[src/design/rpt_pkg.sv]
// ----------------------------------------------------------------------------
// rpt_pkg
// Shared types and codes for the regex pattern tokenizer: transfer payloads,
// parse state, token kinds and parse mode codes.
// ----------------------------------------------------------------------------
package rpt_pkg;

  // Width of the brace count accumulators; counts saturate at all ones.
  localparam int unsigned COUNT_BITS = 10;
  localparam logic [COUNT_BITS-1:0] COUNT_MAX = '1;

  // Width of the repeat count fields in a token.
  localparam int unsigned REPEAT_BITS = 10;

  // One character can cause at most four tokens.
  localparam int unsigned MAX_TOKENS   = 4;
  localparam int unsigned TOK_CNT_BITS = $clog2(MAX_TOKENS + 1);

  // Parse mode codes.
  localparam logic [2:0] MODE_NORMAL      = 3'd0;
  localparam logic [2:0] MODE_CLASS_FIRST = 3'd1;
  localparam logic [2:0] MODE_CLASS       = 3'd2;
  localparam logic [2:0] MODE_CLASS_RANGE = 3'd3;
  localparam logic [2:0] MODE_BRACE_MIN   = 3'd4;
  localparam logic [2:0] MODE_BRACE_MAX   = 3'd5;

  // Token kinds.
  localparam logic [2:0] TOK_ELEM    = 3'd0;
  localparam logic [2:0] TOK_OR      = 3'd1;
  localparam logic [2:0] TOK_CLOSURE = 3'd2;
  localparam logic [2:0] TOK_OPEN    = 3'd3;
  localparam logic [2:0] TOK_CLOSE   = 3'd4;
  localparam logic [2:0] TOK_CONCAT  = 3'd5;
  localparam logic [2:0] TOK_END     = 3'd6;

  // Input transfer payload.
  typedef struct packed {
    logic [7:0] pattern_char;
    logic       first_char;
    logic       last_char;
  } in_t;

  // Output transfer payload: one token.
  typedef struct packed {
    logic [2:0]             token_kind;
    logic                   negated;
    logic [7:0]             low_char;
    logic [7:0]             high_char;
    logic [REPEAT_BITS-1:0] min_repeat;
    logic [REPEAT_BITS-1:0] max_repeat;
    logic                   unbounded;
    logic                   anchored_start;
    logic                   anchored_end;
    logic                   last_token;
  } out_t;

  // Parse state carried from one character to the next.
  typedef struct packed {
    logic [2:0]            parse_mode;
    logic                  item_done;
    logic                  class_negated;
    logic                  class_started;
    logic                  pending_valid;
    logic [7:0]            pending_char;
    logic [COUNT_BITS-1:0] min_accum;
    logic [COUNT_BITS-1:0] max_accum;
    logic                  max_seen_digit;
    logic                  start_anchor;
    logic                  end_anchor;
  } state_t;

  localparam state_t STATE_RESET = '0;

  // Tokens caused by one character, first token in slot 0.
  typedef struct packed {
    out_t [MAX_TOKENS-1:0]   tok;
    logic [TOK_CNT_BITS-1:0] count;
  } tok_set_t;

endpackage

[src/design/rpt_decode.sv]
// ----------------------------------------------------------------------------
// rpt_decode
// Combinational tokenizer step: from the current parse state and one pattern
// character, computes the tokens it causes and the next parse state.
// ----------------------------------------------------------------------------
module rpt_decode (
  input  rpt_pkg::in_t      in_data_i,
  input  rpt_pkg::state_t   state_i,
  output rpt_pkg::state_t   state_o,
  output rpt_pkg::tok_set_t toks_o
);
  import rpt_pkg::*;

  state_t                  st;
  tok_set_t                ts;
  logic [7:0]              c;
  logic                    is_digit;
  logic                    do_member;
  logic                    do_fresh;
  logic [7:0]              mem_lo;
  logic [7:0]              mem_hi;

  // Build a token with every field that does not belong to it at zero.
  function automatic out_t mk_tok(input logic [2:0] kind, input logic neg,
                                  input logic [7:0] lo, input logic [7:0] hi,
                                  input logic [COUNT_BITS-1:0] mn,
                                  input logic [COUNT_BITS-1:0] mx,
                                  input logic unb, input logic sa, input logic ea);
    out_t t;
    t                = '0;
    t.token_kind     = kind;
    t.negated        = neg;
    t.low_char       = lo;
    t.high_char      = hi;
    t.min_repeat     = REPEAT_BITS'(mn);
    t.max_repeat     = REPEAT_BITS'(mx);
    t.unbounded      = unb;
    t.anchored_start = sa;
    t.anchored_end   = ea;
    return t;
  endfunction

  function automatic out_t simple_tok(input logic [2:0] kind);
    return mk_tok(kind, 1'b0, 8'd0, 8'd0, '0, '0, 1'b0, 1'b0, 1'b0);
  endfunction

  // Append one decimal digit to a count, saturating at the top.
  function automatic logic [COUNT_BITS-1:0] sat_digit(input logic [COUNT_BITS-1:0] acc,
                                                      input logic [3:0] d);
    logic [COUNT_BITS+3:0] ext;
    logic [COUNT_BITS+3:0] v;
    ext = {4'd0, acc};
    v   = (ext << 3) + (ext << 1) + {{COUNT_BITS{1'b0}}, d};
    if (v > {4'd0, COUNT_MAX}) begin
      return COUNT_MAX;
    end
    return v[COUNT_BITS-1:0];
  endfunction

  assign c        = in_data_i.pattern_char;
  assign is_digit = (c >= "0") && (c <= "9");

  // Each append below writes the next free slot; a character causes at most
  // four tokens, so the slot index never wraps.
  always_comb begin
    st        = in_data_i.first_char ? STATE_RESET : state_i;
    ts        = '0;
    do_member = 1'b0;
    do_fresh  = 1'b0;
    mem_lo    = st.pending_char;
    mem_hi    = st.pending_char;

    case (st.parse_mode)
      MODE_CLASS_FIRST: begin
        st.parse_mode = MODE_CLASS;
        if (c == "^") begin
          st.class_negated = 1'b1;
        end else begin
          do_fresh = 1'b1;
        end
      end
      MODE_CLASS: begin
        if (!st.pending_valid) begin
          do_fresh = 1'b1;
        end else if (c == "-") begin
          st.parse_mode = MODE_CLASS_RANGE;
        end else begin
          do_member = 1'b1;
          do_fresh  = 1'b1;
        end
      end
      MODE_CLASS_RANGE: begin
        do_member     = 1'b1;
        mem_hi        = c;
        st.parse_mode = MODE_CLASS;
      end
      MODE_BRACE_MIN: begin
        if (is_digit) begin
          st.min_accum = sat_digit(st.min_accum, c[3:0]);
        end else if (c == ",") begin
          st.parse_mode     = MODE_BRACE_MAX;
          st.max_accum      = '0;
          st.max_seen_digit = 1'b0;
        end else if (c == "}") begin
          ts.tok[ts.count[1:0]] = mk_tok(TOK_CLOSURE, 1'b0, 8'd0, 8'd0, st.min_accum, '0,
                                         1'b1, 1'b0, 1'b0);
          ts.count      = ts.count + 1'b1;
          st.parse_mode = MODE_NORMAL;
          st.item_done  = 1'b1;
        end
      end
      MODE_BRACE_MAX: begin
        if (is_digit) begin
          st.max_accum      = sat_digit(st.max_accum, c[3:0]);
          st.max_seen_digit = 1'b1;
        end else if (c == "}") begin
          if (st.max_seen_digit) begin
            ts.tok[ts.count[1:0]] = mk_tok(TOK_CLOSURE, 1'b0, 8'd0, 8'd0, st.min_accum,
                                           st.max_accum, 1'b0, 1'b0, 1'b0);
          end else begin
            ts.tok[ts.count[1:0]] = mk_tok(TOK_CLOSURE, 1'b0, 8'd0, 8'd0, st.min_accum,
                                           '0, 1'b1, 1'b0, 1'b0);
          end
          ts.count      = ts.count + 1'b1;
          st.parse_mode = MODE_NORMAL;
          st.item_done  = 1'b1;
        end
      end
      default: begin
        // Outside brackets and braces; unused mode codes behave as normal.
        st.parse_mode = MODE_NORMAL;
        case (c)
          "[": begin
            if (st.item_done) begin
              ts.tok[ts.count[1:0]] = simple_tok(TOK_CONCAT);
              ts.count              = ts.count + 1'b1;
            end
            st.parse_mode    = MODE_CLASS_FIRST;
            st.class_negated = 1'b0;
            st.class_started = 1'b0;
            st.pending_valid = 1'b0;
          end
          "|": begin
            ts.tok[ts.count[1:0]] = simple_tok(TOK_OR);
            ts.count              = ts.count + 1'b1;
            st.item_done          = 1'b0;
          end
          "+": begin
            ts.tok[ts.count[1:0]] = mk_tok(TOK_CLOSURE, 1'b0, 8'd0, 8'd0,
                                           COUNT_BITS'(1), '0, 1'b1, 1'b0, 1'b0);
            ts.count              = ts.count + 1'b1;
            st.item_done          = 1'b1;
          end
          "?": begin
            ts.tok[ts.count[1:0]] = mk_tok(TOK_CLOSURE, 1'b0, 8'd0, 8'd0,
                                           '0, COUNT_BITS'(1), 1'b0, 1'b0, 1'b0);
            ts.count              = ts.count + 1'b1;
            st.item_done          = 1'b1;
          end
          "*": begin
            ts.tok[ts.count[1:0]] = mk_tok(TOK_CLOSURE, 1'b0, 8'd0, 8'd0,
                                           '0, '0, 1'b1, 1'b0, 1'b0);
            ts.count              = ts.count + 1'b1;
            st.item_done          = 1'b1;
          end
          "{": begin
            st.parse_mode     = MODE_BRACE_MIN;
            st.min_accum      = '0;
            st.max_accum      = '0;
            st.max_seen_digit = 1'b0;
          end
          "(": begin
            if (st.item_done) begin
              ts.tok[ts.count[1:0]] = simple_tok(TOK_CONCAT);
              ts.count              = ts.count + 1'b1;
            end
            ts.tok[ts.count[1:0]] = simple_tok(TOK_OPEN);
            ts.count              = ts.count + 1'b1;
            st.item_done          = 1'b0;
          end
          ")": begin
            ts.tok[ts.count[1:0]] = simple_tok(TOK_CLOSE);
            ts.count              = ts.count + 1'b1;
            st.item_done          = 1'b1;
          end
          "^": begin
            st.start_anchor = 1'b1;
          end
          "$": begin
            st.end_anchor = 1'b1;
          end
          ".": begin
            if (st.item_done) begin
              ts.tok[ts.count[1:0]] = simple_tok(TOK_CONCAT);
              ts.count              = ts.count + 1'b1;
            end
            ts.tok[ts.count[1:0]] = mk_tok(TOK_ELEM, 1'b0, 8'd0, 8'd127, '0, '0,
                                           1'b0, 1'b0, 1'b0);
            ts.count              = ts.count + 1'b1;
            st.item_done          = 1'b1;
          end
          default: begin
            if (st.item_done) begin
              ts.tok[ts.count[1:0]] = simple_tok(TOK_CONCAT);
              ts.count              = ts.count + 1'b1;
            end
            ts.tok[ts.count[1:0]] = mk_tok(TOK_ELEM, 1'b0, c, c, '0, '0,
                                           1'b0, 1'b0, 1'b0);
            ts.count              = ts.count + 1'b1;
            st.item_done          = 1'b1;
          end
        endcase
      end
    endcase

    // Emit a held class member: open before the first member, or between.
    if (do_member) begin
      ts.tok[ts.count[1:0]] = simple_tok(st.class_started ? TOK_OR : TOK_OPEN);
      ts.count              = ts.count + 1'b1;
      st.class_started      = 1'b1;
      ts.tok[ts.count[1:0]] = mk_tok(TOK_ELEM, st.class_negated, mem_lo, mem_hi, '0, '0,
                                     1'b0, 1'b0, 1'b0);
      ts.count              = ts.count + 1'b1;
      st.pending_valid      = 1'b0;
    end

    // A fresh class character either closes the class or is held as a member.
    if (do_fresh) begin
      if (c == "]") begin
        ts.tok[ts.count[1:0]] = simple_tok(TOK_CLOSE);
        ts.count              = ts.count + 1'b1;
        st.parse_mode         = MODE_NORMAL;
        st.item_done          = 1'b1;
      end else begin
        st.pending_char  = c;
        st.pending_valid = 1'b1;
      end
    end

    // The final character adds the end token and clears the parse state.
    if (in_data_i.last_char) begin
      ts.tok[ts.count[1:0]] = mk_tok(TOK_END, 1'b0, 8'd0, 8'd0, '0, '0, 1'b0,
                                     st.start_anchor, st.end_anchor);
      ts.count              = ts.count + 1'b1;
      st                    = STATE_RESET;
    end

    // Flag the last token caused by this character.
    if (ts.count != '0) begin
      ts.tok[ts.count[1:0] - 2'd1].last_token = 1'b1;
    end

    state_o = st;
    toks_o  = ts;
  end

endmodule

[src/design/regex_pattern_tokenizer_top.sv]
// The first token of a character is offered in the cycle after the character's transfer.
// A character that causes k tokens (k up to 4) holds the token buffer until the last leaves;
// the next character is taken in the cycle its last token leaves, and characters that cause
// none are taken one per cycle. The single output port, one token per ready cycle, sets the rate.
// Reset (rst_ni low, asynchronous) clears the parse state and drops any buffered tokens.
// ----------------------------------------------------------------------------
// regex_pattern_tokenizer_top
// Regex pattern tokenizer: takes one pattern character per transfer and emits
// element, alternation, closure, group, concatenation and end tokens.
// ----------------------------------------------------------------------------
module regex_pattern_tokenizer_top (
  input  logic          clk_i,
  input  logic          rst_ni,
  input  logic          in_valid_i,
  output logic          in_ready_o,
  input  rpt_pkg::in_t  in_data_i,
  output logic          out_valid_o,
  input  logic          out_ready_i,
  output rpt_pkg::out_t out_data_o
);
  import rpt_pkg::*;

  state_t                  state_q;
  state_t                  state_d;
  state_t                  dec_state;
  tok_set_t                dec_toks;
  out_t [MAX_TOKENS-1:0]   slot_q;
  out_t [MAX_TOKENS-1:0]   slot_d;
  logic [TOK_CNT_BITS-1:0] cnt_q;
  logic [TOK_CNT_BITS-1:0] cnt_d;
  logic                    in_xfer;
  logic                    out_xfer;

  // Tokenizer step for the character on the input port.
  rpt_decode u_decode (
    .in_data_i (in_data_i),
    .state_i   (state_q),
    .state_o   (dec_state),
    .toks_o    (dec_toks)
  );

  // Accept a character when the buffer is empty or its last token leaves now.
  assign out_valid_o = (cnt_q != '0);
  assign out_data_o  = slot_q[0];
  assign out_xfer    = out_valid_o && out_ready_i;
  assign in_ready_o  = (cnt_q == '0) ||
                       ((cnt_q == TOK_CNT_BITS'(1)) && out_ready_i);
  assign in_xfer     = in_valid_i && in_ready_o;

  // Token buffer: load a new set, or shift one token out per transfer.
  always_comb begin
    state_d = state_q;
    slot_d  = slot_q;
    cnt_d   = cnt_q;
    if (in_xfer) begin
      state_d = dec_state;
      slot_d  = dec_toks.tok;
      cnt_d   = dec_toks.count;
    end else if (out_xfer) begin
      for (int i = 0; i < MAX_TOKENS - 1; i++) begin
        slot_d[i] = slot_q[i+1];
      end
      cnt_d = cnt_q - 1'b1;
    end
  end

  // Control state.
  always_ff @(posedge clk_i or negedge rst_ni) begin
    if (!rst_ni) begin
      state_q <= STATE_RESET;
      cnt_q   <= '0;
    end else begin
      state_q <= state_d;
      cnt_q   <= cnt_d;
    end
  end

  // Token payload.
  always_ff @(posedge clk_i) begin
    slot_q <= slot_d;
  end

endmodule

[config.mk]
export PLATFORM = sky130hd
export DESIGN_NAME = regex_pattern_tokenizer_top
export DESIGN_NICKNAME = d
export VERILOG_FILES = /design/src/design/rpt_pkg.sv /design/src/design/rpt_decode.sv /design/src/design/regex_pattern_tokenizer_top.sv
export SDC_FILE = /design/constraint.sdc
export NUM_CORES = 1
export LEC_CHECK = 0
export BUFFER_PORTS_ARGS = -buffer_cell sky130_fd_sc_hd__buf_4
export CAP_MARGIN = 40
export CORE_MARGIN = 3
export CORE_UTILIZATION = 36
export CTS_BUF_LIST = sky130_fd_sc_hd__clkbuf_8
export DETAILED_ROUTE_END_ITERATION = 8
export GPL_TIMING_DRIVEN = 0
export PLACE_DENSITY = 0.61
export SYNTH_ARGS = -nofsm -noshare
export SYNTH_HDL_FRONTEND = slang
export SYNTH_HIERARCHICAL = 1
export SYNTH_SLANG_ARGS = --single-unit
[constraint.sdc]
create_clock -name clk_i -period 5.3 [get_ports clk_i]
set_input_delay 0.53 -clock clk_i [delete_from_list [all_inputs] [get_ports clk_i]]
set_output_delay 0.53 -clock clk_i [all_outputs]
set_load 0.01 [all_outputs]
# Word-level counts from Yosys, hierarchy flattened

Cells that the tools add are included.
Widths: inputs -> output; s select.

Register bits after elaboration: 217
RAM bits: 0
Word-level logic and storage cells: 239
ROM bits: 0
Output and inout bits: 46
Memories kept: 0
Latch bits: 0

Shift operators: 0
Reductions and logical operators: 27
Div/mod/pow operators: 0
Multipliers: 0
Bitwise operators: 9
Equal/unequal tests: 21
Magnitude comparators: 20
Muxes and demuxes: 97
$add $sub $neg: 13

Operator list:

| cell               | count |
|---|---|
| $bwmux 176         | 5 |
| $mux 179           | 4 |
| $demux 44 s2       | 8 |
| $mux 47            | 9 |
| $pmux 47 s9        | 1 |
| $mux 132           | 3 |
| $pmux 132 s3       | 1 |
| $mux 44            | 7 |
| $mux 176           | 1 |
| $and 172x172->172  | 1 |
| $not 172->172      | 1 |
| $and 42x168->168   | 1 |
| $not 168->168      | 1 |
| $and 37x148->148   | 1 |
| $not 148->148      | 1 |
| $pmux 47 s3        | 1 |
| $mux 46            | 3 |
| $mux 38            | 2 |
| $eq 8x6->1 const B | 9 |
| $mux 10            | 5 |
| $eq 8x7->1 const B | 6 |
| $mux 11            | 3 |
| $pmux 11 s3        | 1 |
| $add 13x11->14     | 2 |
| other kinds (39)   | 110 |

# Logic depth before layout (Yosys ltp)

Gate-level depths: netlist of the first run.

Word-level depth: 41
Gate-level depth with buffers: 21
Mapped depth without buffers: 18

# Cells and area by module

Netlist of the first run, hierarchy kept.

Modules (own cells, without submodules):

| module                      | area an instance (sq um) | times used | cells each | seq. area each (sq um) |
|---|---|---|---|---|
| regex_pattern_tokenizer_top | 9,014.9                  | 1          | 831        | 6,311.1 |
| rpt_decode                  | 4,624.4                  | 1          | 710        | 0.0 |

# Worst setup path after synthesis of the first run

OpenSTA, ideal clock, no wires.

Path type: input port to flip-flop
From: input in_data_i[8] (netlist name)
To: register slot_q (netlist bit out_data_o[10]), data pin
Stages on the path: 21
Buffers on the path: 4
Setup time: 130 ps
Arrival time: 4,219 ps
Data required time: 5,170 ps
Slack: 952 ps
Path through: clkbuf_1 or4b_4 buf_6 or2_1 nand3_1 nor3b_1 buf_2 nand2_1 a21boi_0 inv_1 ha_1 mux2i_1 inv_1 ha_1 a22o_1 nor2_1 and4_1 clkbuf_1 and2_1 nand2_1 nand2_1

RTL lines:

| item                 | RTL line                          | text |
|---|---|---|
| from (decl)          | regex_pattern_tokenizer_top.sv:16 | `input rpt_pkg::in_t in_data_i,` |
| to (signal assigned) | regex_pattern_tokenizer_top.sv:80 | `slot_q <= slot_d;` |
| to (decl)            | regex_pattern_tokenizer_top.sv:27 | `out_t [MAX_TOKENS-1:0] slot_q;` |

==> results of run 1 <==
[layer usage]
| layer | wire (um) | GRT usage, % |
|---|---|---|
| met1 | 16200 | 23.1 |
| met2 | 16500 | 29.1 |
| met3 | 1440 | 2.22 |
| met4 | 879 | 5.47 |
| met5 | 0 | 0 |
[final timing paths]
| path | from | to | slack [ns] | cells after the start |
|---|---|---|---|---|
| setup / recovery | in_data_i[1] | state_q[3] | 0.32 | 16 |
| hold / removal | out_ready_i | cnt_q[2] | 0.33 | 4 |
| setup reg to reg | state_q[35] | out_data_o[9] | 0.82 | 19 |
| hold reg to reg | state_q[1] | state_q[1] | 0.47 | 2 |
| max in group asynchronous | rst_ni | cnt_q[0] | 4.26 | 2 |
| min in group asynchronous | rst_ni | state_q[14] | 0.58 | 2 |
[repair_timing]
item / CTS / global route
hold buffers: 1 / 0
setup endpoints to repair: 20 / 49
gates resized for setup: 1 / 9
hold endpoints to repair: 4 / 0
buffers inserted: 0 / 0
[power breakdown]
group          internal, mW  total (mW)  switching, mW
Combinational         0.873        2.11           1.23
Sequential             2.61        2.77          0.158
Clock                 0.925        1.63          0.708
[logic make-up after synthesis]
| group | share of synthesized area [%] |
|---|---|
| AND/OR/NAND/NOR | 24.8 |
| other | 0.0275 |
| adder cells (fa/ha/maj) | 4.94 |
| XOR/XNOR | 0.826 |
| flip-flops | 46.3 |
| AO/OA/AOI/OAI | 10.2 |
| multiplexers | 0.229 |
| buffers and inverters | 12.7 |
[synthesized netlist by cell type, types with 25 or more instances]
library cell  instances  area, um^2
nand2_1             559        2100
edfxtp_1            176        5290
buf_4               144        1080
nor2_1               73         274
ha_1                 49         613
a21oi_1              47         235
inv_1                43         161
dfrtp_1              41        1030
o21ai_0              38         190
buf_2                26         130
nor2b_1              26         163
clkbuf_1             25        93.8
[flip-flops by register name, indices dropped and copies added (netlist names)]
signal	count
cnt_q	3
out_data_o	44
slot_q	132
state_q	38
[critical path, cell delays in order]
cell and delay, ns:
buf_4 0.16, clkbuf_1 0.43, clkbuf_1 0.45, clkbuf_2 0.34, nor2b_1 0.17, ha_1 0.34
ha_1 0.32, a211o_1 0.35, a2111oi_1 0.53, o2111ai_1 0.20, a2111oi_0 0.47, nand4_1 0.50
o211ai_1 0.34, o21ai_0 0.14, nand2_1 0.10, nand2_1 0.05
[area by class of cell]
type	instances	area, um^2	area share, %
timing repair buffer	60	470	2.95
tap	504	631	3.96
clock inverter	26	214	1.34
multi-input combinational	1158	5990	37.6
buffer	219	1560	9.81
clock buffer	42	578	3.63
sequential	217	6310	39.6
inverter	46	173	1.08
==> impl_metrics.json, run 1 <==
{
  "die_w_um": 201,
  "rsz0062_at_grt": "false",
  "place_area_um2": 15100,
  "vias_per_cell": 4.69,
  "slew_viol_final": 0,
  "grt-ovfl-total": 0,
  "synth-edff-count": 176,
  "status": "finished clean",
  "synth.cell_area_um2": 13600,
  "ys_ff_latch": 217,
  "path_clk_slew_ns": 0.06,
  "drive_above_1_share_pct": 18.9,
  "drtIter0Drc": 696,
  "fp.dieH_um": 201,
  "cp.required_ns": 5.75,
  "cts_root_buf": "clkbuf_8",
  "ys.flop_type": "edfxtp_1",
  "stdcell_area_um2": 15900,
  "async_reset_ff_share_pct": 18.9,
  "detail-route-antenna-nets": 0,
  "fin_skew_ns": 0.0349,
  "ys_seq_area_share_pct": 46.3,
  "io_buffer_count": 57,
  "post-place-ws_ns": -0.769,
  "clock-sinks": 217,
  "path_class": "in2reg",
  "finalWorstPathRequiredPeriod_ns": 4.98,
  "cts_buffers": 39,
  "core-area_um2": 37000,
  "cap_violations": 0,
  "fin_crit_sh_pct": 94.0,
  "hold_violations": 0,
  "clk_path_buf_depth": 3,
  "place.gp.congestion": 0.897,
  "drt_first_pass_iters": 6,
  "hpwl_um": 25600,
  "postSynthAreaPerCell_um2": 8.85,
  "fmax_ghz": 0.201,
  "cellLeakagePower_nw": 7.53,
  "tritoncts": "built",
  "final_util_pct": 43.1,
  "num_antenna_cells": 0,
  "hold_slack_ns": 0.333,
  "ys_warn_count": 6,
  "yosysUniqueCellTypes": 78,
  "setup-violations-final": 0,
  "initial_core_util_pct": 36.9,
  "cp.arrival_ns": 5.43,
  "slew_headroom_pct": 39.3,
  "std_cell_rows": 70,
  "cts_max_level": 2,
  "end_kind": "register",
  "wl_per_cell_um": 15.4,
  "layout.cells.non_filler": 2272,
  "final_common_cell": "nand2_1",
  "track_usage_pct": 17.2,
  "hold_path.class": "in2reg",
  "total_power_mw": 6.50,
  "antenna_found_initial": 0,
  "grt_pass1_vias": 10617,
  "n_fill_cell": 3765,
  "placedCellCount": 2203,
  "tightestPinTransition_ns": 0.898,
  "synthCells": 1541,
  "clk_latency_ns": 0.55,
  "wl_um": 35000,
  "fin_tns_setup_ns": 0,
  "vias": 10652,
  "worst_setup_path_start_kind": "primary input",
  "ioPinCount": 60,
  "irDropWorstVdd_uv": 580,
  "area_delta_synth_final_pct": 16.8,
  "final_cell_mix": "nand2_1, buf_4, edfxtp_1, conb_1, nor2_1",
  "dieArea_um2": 40300,
  "grt_pass1_wl_um": 56100,
  "grt_max_degree": 84,
  "drc": 0,
  "cp_max_fo": 10,
  "setup_ws_ns": 0.315,
  "final_net_count": 1807,
  "p_per_area_nw_per_um2": 408
}
Power figures use the tool's default switching activity.
==> run 2, diff against run 1 <==
Settings changed: CORE_UTILIZATION 36 to 65, PLACE_DENSITY 0.61 to 0.93.
==> impl_metrics.json, run 2 (same netlist as run 1, synthesis figures left out) <==
{
  "status": "finished clean",
  "std_cell_rows": 52,
  "antenna_found_initial": 0,
  "tightestPinTransition_ns": 0.761,
  "cp_cell_sequence": "buf_4 > clkbuf_1 > inv_1 > o21ai_0 > a31oi_1 > nor3b_2 > buf_2 > nand2_1 > a21boi_2 > inv_1 > ha_1 > mux2i_1 > inv_1 > ha_1 > a22o_1 > nor2_2 > and4_1 > clkbuf_1 > and2_1 > nand2_1 > nand2_1",
  "switching_share_pct": 33.3,
  "wl_um": 35000,
  "worst_setup_path_start_kind": "primary input",
  "fmax_ghz": 0.198,
  "drive_above_1_share_pct": 18.7,
  "hold_violations": 0,
  "largest_reg_flops": 132,
  "tritoncts": "built",
  "rsz0062_at_grt": "false",
  "detail-route-antenna-nets": 0,
  "cap_violations": 0,
  "num_antenna_cells": 0,
  "cp.required_ns": 5.68,
  "drc": 0,
  "setup-violations-final": 0,
  "top_usage_layer": "met2",
  "largest-register": "slot_q",
  "clk_path_buf_depth": 3,
  "hold_path.class": "in2async",
  "power_frac_seq_pct": 43.4,
  "total_power_mw": 6.42,
  "path_class": "in2reg",
  "final_common_cell": "nand2_1",
  "clk_latency_ns": 0.54,
  "crit_path_max_incr_delay_ns": 0.35,
  "placedCellCount": 1969,
  "cts_root_buf": "clkbuf_8",
  "ioPinCount": 60,
  "postCtsSetupRepairBufs": 0,
  "slew_headroom_pct": 48.6,
  "n_fill_cell": 1373,
  "r2r-end": "out_data_o[12]",
  "reg2reg_depth": 19,
  "die_w_um": 151,
  "cts_max_level": 2,
  "crit_family": "buffers and inverters",
  "power.clock.fraction_pct": 23.2,
  "crit_buf_inv": 7,
  "p_per_area_nw_per_um2": 412,
  "cp.arrival_ns": 5.42,
  "fp.dieH_um": 151,
  "slew_viol_final": 0,
  "grt-ovfl-total": 0,
  "cp_max_fo": 10,
  "initial_core_util_pct": 66.8,
  "vias_per_cell": 5.57,
  "io_buffer_count": 57,
  "end_kind": "register",
  "area_delta_synth_final_pct": 14.1,
  "fin_tns_setup_ns": 0,
  "final_cell_mix": "nand2_1, buf_4, edfxtp_1, conb_1, nor2_1",
  "critPathSlowestCell": "nor3b_2",
  "ff2ff_setup_slack_ns": 0.71,
  "vias": 11353,
  "drtIter0Drc": 1210,
  "worst-path-stages": 21,
  "internal-power_mw": 4.28,
  "hpwl_um": 24900,
  "final_net_count": 1805,
  "clock-sinks": 217,
  "finalWorstPathRequiredPeriod_ns": 5.04,
  "place.gp.congestion": 0.993,
  "fin_crit_sh_pct": 95.1,
  "final_util_pct": 76.2,
  "fin_skew_ns": 0.0167,
  "wl_per_cell_um": 17.2,
  "use_met2_pct": 52.9,
  "grt_pass1_wl_um": 55000,
  "crit_start": "in_data_i[2]",
  "switchingPower_mw": 2.14,
  "grt_use_met1_pct": 38.6,
  "cts_buffers": 38,
  "use_met3_pct": 4.70,
  "core-area_um2": 20400,
  "setup.worst_path.end": "out_data_o[12]",
  "irDropWorstVdd_uv": 555,
  "cellLeakagePower_nw": 7.53,
  "track_usage_pct": 30.9,
  "layout.cells.non_filler": 2038,
  "path_clk_slew_ns": 0.07,
  "r2r_start": "state_q[35]",
  "grt_pass1_vias": 11085,
  "dieArea_um2": 22800,
  "grt_max_degree": 127,
  "p_comb_share_pct": 33.4,
  "drt_first_pass_iters": 5
}
-- run 2: layout make-up --
cell class | instances | area [um^2] | share of cell area [%]
sequential | 217 | 6310 | 40.5
multi-input combinational | 1158 | 5990 | 38.5
buffer | 219 | 1560 | 10.0
clock buffer | 43 | 592 | 3.80
timing repair buffer | 59 | 460 | 2.96
tap | 270 | 338 | 2.17
inverter | 46 | 173 | 1.11
clock inverter | 26 | 139 | 0.892
-- run 2: how the worst min path moves through the flow --
stage,start,endpoint,cells after the start
2_1_floorplan,rst_ni,cnt_q[0],0
6_report,rst_ni,state_q[23],1
3_5_place_dp,state_q[24],state_q[24],2
3_3_place_gp,state_q[28],state_q[28],2
4_1_cts,rst_ni,state_q[23],1
5_1_grt,rst_ni,state_q[23],1
-- run 2: per-stage QoR --
step | setup slack [ns] | cell area [um^2] | hold WS [ns]
after floorplan | 0.952 | 14000 | 0.234
after global placement | -0.617 | 14800 | 0.451
after detailed placement | -0.579 | 14800 | 0.455
after CTS | 0.104 | 15600 | 0.0168
after global routing | 0.0238 | 15600 | 0.0387
final | 0.259 | 15600 | 0.0200
-- run 2: routing by layer --
layer,wire length (um),vias to the layer above
met2,17000,589
met1,13500,5285
met3,2930,120
li1,-,5359
met5,0,-
met4,1590,0
-- run 2: power groups by stage --
stage                     Sequential (mW)  Combinational (mW)  Clock (mW)
after CTS                            2.79                2.13        1.51
after global routing                 2.83                2.35        1.59
after global placement               2.80                1.99           0
final                                2.79                2.15        1.49
after detailed placement             2.81                2.10           0
after floorplan                      2.75                1.41           0
-- run 2: repair_timing --
item / in CTS / in global routing
endpoints found under the hold margin: 0 / 0
gates resized for setup: 1 / 6
pin swaps: 0 / 0
hold buffers: 0 / 0
endpoints found under the setup margin: 10 / 48
